===== config.mk =====
export PLATFORM = sky130hd
export DESIGN_NAME = rmq_isqrt_pipe
export DESIGN_NICKNAME = d
export VERILOG_FILES = /design/src/rtl/core/rmq_isqrt_pipe.sv
export SDC_FILE = /design/constraint.sdc
export NUM_CORES = 1
export LEC_CHECK = 0
export ABC_CLOCK_PERIOD_IN_PS = 5900
export CAP_MARGIN = 20
export CORE_UTILIZATION = 55
export DETAILED_ROUTE_END_ITERATION = 6
export DONT_BUFFER_PORTS = 1
export PLACE_DENSITY_LB_ADDON = 0.2
export SYNTH_ARGS = -nofsm -noshare
export SYNTH_HDL_FRONTEND = slang
export SYNTH_SLANG_ARGS = --single-unit

===== constraint.sdc =====
create_clock -name i_clk -period 5.9 [get_ports i_clk]
set_input_delay 0.59 -clock i_clk [delete_from_list [all_inputs] [get_ports i_clk]]
set_output_delay 0.59 -clock i_clk [all_outputs]
set_load 0.01 [all_outputs]

===== src/rtl/core/rmq_isqrt_pipe.sv =====
`timescale 1ns / 1ps
// ----------------------------------------------------------------------------
// rmq_isqrt_pipe
// Fully pipelined integer square root, one result bit per stage, with a
// side-band word carried along each transaction.
// ----------------------------------------------------------------------------
module rmq_isqrt_pipe #(
    parameter int RAD_W  = 32,
    parameter int SIDE_W = 1
) (
    input  logic                 i_clk,
    input  logic                 i_rst_n,
    input  logic                 i_valid,
    input  logic [RAD_W-1:0]     i_rad,
    input  logic [SIDE_W-1:0]    i_side,
    output logic                 o_valid,
    output logic [RAD_W/2-1:0]   o_root,
    output logic [SIDE_W-1:0]    o_side
);

    localparam int STAGES = RAD_W / 2;

    logic              r_vld  [STAGES];
    logic [RAD_W-1:0]  r_x    [STAGES];
    logic [RAD_W-1:0]  r_res  [STAGES];
    logic [SIDE_W-1:0] r_side [STAGES];

    logic              n_vld  [STAGES];
    logic [RAD_W-1:0]  n_x    [STAGES];
    logic [RAD_W-1:0]  n_res  [STAGES];
    logic [SIDE_W-1:0] n_side [STAGES];

    always_comb begin
        logic [RAD_W-1:0] x_in;
        logic [RAD_W-1:0] res_in;
        logic [RAD_W:0]   bit_v;
        logic [RAD_W:0]   trial;
        for (int s = 0; s < STAGES; s++) begin
            if (s == 0) begin
                n_vld[s]  = i_valid;
                n_side[s] = i_side;
                x_in      = i_rad;
                res_in    = '0;
            end else begin
                n_vld[s]  = r_vld[s-1];
                n_side[s] = r_side[s-1];
                x_in      = r_x[s-1];
                res_in    = r_res[s-1];
            end
            bit_v = (RAD_W+1)'(1) << (2 * (STAGES - 1 - s));
            trial = {1'b0, res_in} + bit_v;
            if ({1'b0, x_in} >= trial) begin
                n_x[s]   = x_in - trial[RAD_W-1:0];
                n_res[s] = (res_in >> 1) + bit_v[RAD_W-1:0];
            end else begin
                n_x[s]   = x_in;
                n_res[s] = res_in >> 1;
            end
        end
    end

    always_ff @(posedge i_clk) begin
        for (int s = 0; s < STAGES; s++) begin
            if (!i_rst_n) begin
                r_vld[s] <= 1'b0;
            end else begin
                r_vld[s] <= n_vld[s];
            end
        end
    end

    always_ff @(posedge i_clk) begin
        for (int s = 0; s < STAGES; s++) begin
            r_x[s]    <= n_x[s];
            r_res[s]  <= n_res[s];
            r_side[s] <= n_side[s];
        end
    end

    assign o_valid = r_vld[STAGES-1];
    assign o_root  = r_res[STAGES-1][STAGES-1:0];
    assign o_side  = r_side[STAGES-1];

endmodule


Word-level counts from Yosys, hierarchy flattened
Memory sizes are Yosys's and may differ from the RTL's.
Index checks and enable logic that the tools add are counted.
{ "totals": {"regBits": 0, "input_bits": 36, "ramBits": 1056, "romBits": 0, "latch_bits": 0, "memories": 4} }
{ "mem_list": {"columns": ["name", "depth", "word_bits", "read_ports", "rd_ports_with_merged_regs", "write_ports", "line_no", "rtl"], "rows": [
  ["r_res", 16, 32, 16, 0, 16, "25", "logic [RAD_W-1:0] r_res [STAGES];"],
  ["r_x", 16, 32, 15, 0, 16, "24", "logic [RAD_W-1:0] r_x [STAGES];"],
  ["r_side", 16, 1, 16, 0, 16, "26", "logic [SIDE_W-1:0] r_side [STAGES];"],
  ["r_vld", 16, 1, 16, 0, 16, "23", "logic r_vld [STAGES];"]
]} }
{ "op_classes": {"n_addsub": 46, "bitwise": 16, "multipliers": 0, "n_eq_ne": 0, "shifts": 0, "magnitude_cmp": 16, "div": 0, "n_mux": 50, "reduce_logical": 0} }
{ "op_table": {"columns": ["cell", "count"], "rows": [
  ["two-way mux 32 bit", 31],
  ["greater-or-equal comparator 32 x 33 -> 1 bit", 15],
  ["subtractor 32 bit", 15],
  ["adder 32 x 1 -> 33 bit, second input constant", 1],
  ["adder 32 x 11 -> 33 bit, second input constant", 1],
  ["adder 32 x 13 -> 33 bit, second input constant", 1],
  ["adder 32 x 15 -> 33 bit, second input constant", 1],
  ["adder 32 x 17 -> 33 bit, second input constant", 1],
  ["adder 32 x 19 -> 33 bit, second input constant", 1],
  ["adder 32 x 21 -> 33 bit, second input constant", 1],
  ["adder 32 x 23 -> 33 bit, second input constant", 1],
  ["adder 32 x 25 -> 33 bit, second input constant", 1],
  ["adder 32 x 27 -> 33 bit, second input constant", 1],
  ["adder 32 x 29 -> 33 bit, second input constant", 1],
  ["adder 32 x 3 -> 33 bit, second input constant", 1],
  ["adder 32 x 5 -> 33 bit, second input constant", 1],
  ["adder 32 x 7 -> 33 bit, second input constant", 1],
  ["adder 32 x 9 -> 33 bit, second input constant", 1],
  ["adder 31 x 1 -> 32 bit, second input constant", 1],
  ["adder 31 x 11 -> 32 bit, second input constant", 1],
  ["adder 31 x 13 -> 32 bit, second input constant", 1],
  ["adder 31 x 15 -> 32 bit, second input constant", 1],
  ["adder 31 x 17 -> 32 bit, second input constant", 1],
  ["adder 31 x 19 -> 32 bit, second input constant", 1],
  ["14 further kinds", 46]
]} }

Depth between registers and ports, before layout
An unclocked memory read counts as a cell.
{ "depth": {"word_depth": 4, "ltp_mapped": 11, "mapped_depth_nobuf": 10} }

Least setup slack after synthesis
OpenSTA, ideal clock, no wires.
{ "synth_path": {"path_kind": "register to register", "from": "memory r_res[12][18] (netlist: r_res[1][146])", "to": "memory r_x[13][31] (netlist: r_x[1][191])", "period_less_slack_ns": 2.609, "slack_ns": 3.291, "path_stages_with_launch": 10, "arrival_time_ns": 2.487, "n_path_buf": 0, "path_cell_list": "dfxtp_1 > inv_1 > ha_1 > a2111oi_0 > nand2_1 > a2111oi_2 > o311a_2 > a2111oi_2 > nor2b_1 > xor2_1"} }
{ "synth_lines": {"columns": ["item", "line_no"], "rows": [
  ["start: declaration", "25"],
  ["end: declaration", "24"]
]} }

==> key figures <==
STA
  – Max-slew violations: 0
  – Worst Tran Pin Value: 0.968 ns
  – Unrepaired setup endpoints after global routing: no
  – Final Cycle Share: roughly 58%
  – Hold slack: 0.118 ns
  – Final Hold Vio Count: 0
  – Clock skew: 0.0206 ns
  – Slew HR: 33.8%
  – Setup TNS: 0 ns
  – Endpoints failing setup: 0
  – Maximum clock rate: ~0.29 GHz
  – Fin crit period: between 3 and 4 ns

Synth
  – Predominant post-synthesis flop cell: dfxtp_1
  – Post-synthesis sequential area ratio: 54.9%
  – Number of synthesized flops with an enable pin: 0
  – Post-synthesis cell type count: 72
  – Async set or reset register ratio after synthesis: 0%
  – Synth Register Bits: 648
  – Synth top area share: 54.9%
  – Cell Area, Synth: 23600 µm²
  – Syn Area/Cell: 10.3 µm²
  – Yosys warns: 0
  – Synth Instances: 2300
  – Area leader, netlist: dfxtp_1
  – Area contributors post-synth: dfxtp_1, ha_1, xor2_1
  – Net Count, Synth: around 2500

Job
  – Number of max-cap violations: 0

Drt
  – Remaining DRCs: 1
  – Drt via density: around 5.4
  – Drt initial violations: between 800 and 900
  – Avg WL per Cell: 16.9 µm
  – Final Routed Wirelength: 49900 µm
  – DR vias: 16100
  – Drt first pass iters: 7
  – Routed Antenna Nets: 0

Global route
  – Number of global-route vias before repair: roughly 16000
  – First-pass GRT wire length: between 80000 and 90000 µm
  – Tot GR Track Use: 23.1%
  – Initial antenna violation count: 0
  – Largest net degree at the start of global routing: 35
  – GR Overflow Total: 0

Finish
  – Reg area: roughly 13000 µm²
  – Share of layout cells above drive strength 1: 6.94%
  – Area of the multi-input gates: 9780 µm²
  – Fin nets: 2554
  – Fin util: 63.6%
  – # fillers: 3333
  – Diodes inserted: 0
  – Area Overhead vs Synth: 13.5%

Placement
  – Post-DP HPWL: 37500 µm
  – GPL Wtd Cong: between 0.9 and 1
  – Buffers on Ports: 0

Clocking
  – Cts hold-fix bufs: 31
  – TritonCTS clock tree: yes
  – Worst-case clock buffer depth: 3
  – H-tree depth: 3
  – Post-CTS sizing: 0
  – Root Driver: clkbuf_16
  – Skew-Pair Late Insertion Delay: about 0.6 ns
  – Clock transition at path regs: ~0.06 ns
  – Num CTS Buffers: 66
  – Clock sink count: 648
  – Setup bufs post-CTS: 0

Die
  – Starting density of the core: 56.1%
  – Top Ports: 54
  – Core Box Area: between 40000 and 50000 µm²
  – Row cnt: 75
  – Die Y: 209 µm
  – Die ar.: 43800 µm²
  – Die X: about 210 µm

Setup path
  – Critical path arrival: 3.88 ns
  – Crit Path Category: register to register
  – Worst setup SP type: register
  – Critical path cell sequence: inv_1 -> ha_1 -> a211oi_1 -> o21ai_0 -> o221ai_1 -> o211a_2 -> inv_2 -> o2111ai_1 -> nor4_1 -> xor2_1
  – Worst Setup End Kind: register
  – CP max stage cell: o211a_2
  – Gate family responsible for the most delay along the worst path: compound AO/OA/AOI/OAI gates
  – Largest stage delay, worst path: roughly 0.74 ns
  – CP max FO: 34
  – Required time of the worst setup path: 6.37 ns
  – Crit path buffers/inverters: 2

Status
  – Status: complete, but fails checks
  – Violated checks: design-rule violations

Power and ir drop
  – Power per Cell Area: 542 nW/µm²
  – Worst vdd ir: about 0.0003 V
  – Lkg Pwr: approximately 12 nW

Min path
  – Worst min-delay path category: input port to register
[flip-flops by register name (all words and copies together) (netlist names)]
register,cells
r_x,480
r_res,136
r_side,16
r_vld,16
[report_power, final]
| group | total, mW | internal, mW | switching [mW] |
|---|---|---|---|
| sequential | 6.27 | 5.45 | 0.821 |
| combinational | 3.93 | 1.78 | 2.15 |
| clock | 4.32 | 2.55 | 1.77 |
[through the flow]
stage          area [µm²]  std cells  power [mW]  setup slack, ns
5_1_grt             26800       2961        15.4             2.30
2_1_floorplan       23600       2300        9.15             3.29
3_5_place_dp        24200       2807        10.2             2.63
3_3_place_gp        24200       2807        10.1             2.69
6_report            26800       2961        14.5             2.49
4_1_cts             26800       2960        14.6             2.60
[logic make-up after synthesis]
group	share of synthesized area, %
buf+inv	3.73
mux	1.24
simple gates	14.8
fa+ha+maj	7.95
xor+xnor	6.90
compound gates	10.4
flops	54.9
[cell type report]
type	instances	area share, %
Tap cell	539	2.52
Timing Repair Buffer	35	1.27
Multi-Input combinational cell	1425	36.5
Clock buffer	83	6.82
Sequential cell	648	48.4
Clock inverter	39	1.83
Inverter	192	2.69
[metal layers]
metal  GRT usage, %  up-vias  wire, µm
li1               -     8108         -
met1           27.4     7587     21300
met2           41.8      308     25300
met3           3.79      108      1750
met4           8.32        0      1550
met5              0        -         0
[cells in the final DEF (no fill, tap or decap), drive strengths merged, types with 7 or more instances in the layout]
cell type,n
nor4b,11
o211ai,18
inv,198
nand2,150
nand3,29
nand4,27
nor2,144
clkinvlp,8
nand2b,27
a21o,26
xor2,94
or3,27
a21boi,8
a211oi,16
nor3,71
a21oi,100
nor2b,16
a2111oi,9
o21ai,124
and2,21
bufinv,7
clkinv,18
or2,14
or4,20
mux2i,8
nor4,76
xnor2,92
dfxtp,648
nand3b,8
dlygate4sd3,31
ha,150
clkbuf,83
nand4b,7
o21a,27
o31ai,16
mux2,19
[Yosys cell counts (5+ instances only)]
library cell	n
or2_2	14
nand3_1	29
a2111oi_0	6
nand3b_1	8
and4b_1	5
ha_1	150
o31ai_1	16
o21a_1	27
a211oi_1	16
a21oi_1	100
a21boi_0	8
o211a_1	5
nand4b_1	7
nand2b_1	27
nor4_1	75
clkbuf_1	20
mux2_2	18
nor2_1	144
dfxtp_1	648
nand2_1	150
xor2_1	94
a31oi_1	6
and2_1	21
or4_1	19
nor4b_1	11
a21o_1	26
mux2i_1	8
inv_1	190
or3_1	27
o21ai_0	123
buf_2	10
nor3_1	71
nor2b_1	16
xnor2_1	92
nand4_1	27
o211ai_1	18
[final timing paths]
kind	endpoint	cells after the start	from	slack, ns
hold / removal	r_vld[1][1]	1	i_rst_n	0.12
setup reg to reg	r_x[1][223]	10	r_res[1][168]	2.49
hold reg to reg	r_side[1][7]	0	r_side[1][6]	0.33
setup / recovery	r_x[1][223]	10	r_res[1][168]	2.49
(Power assumes the default switching activity.)
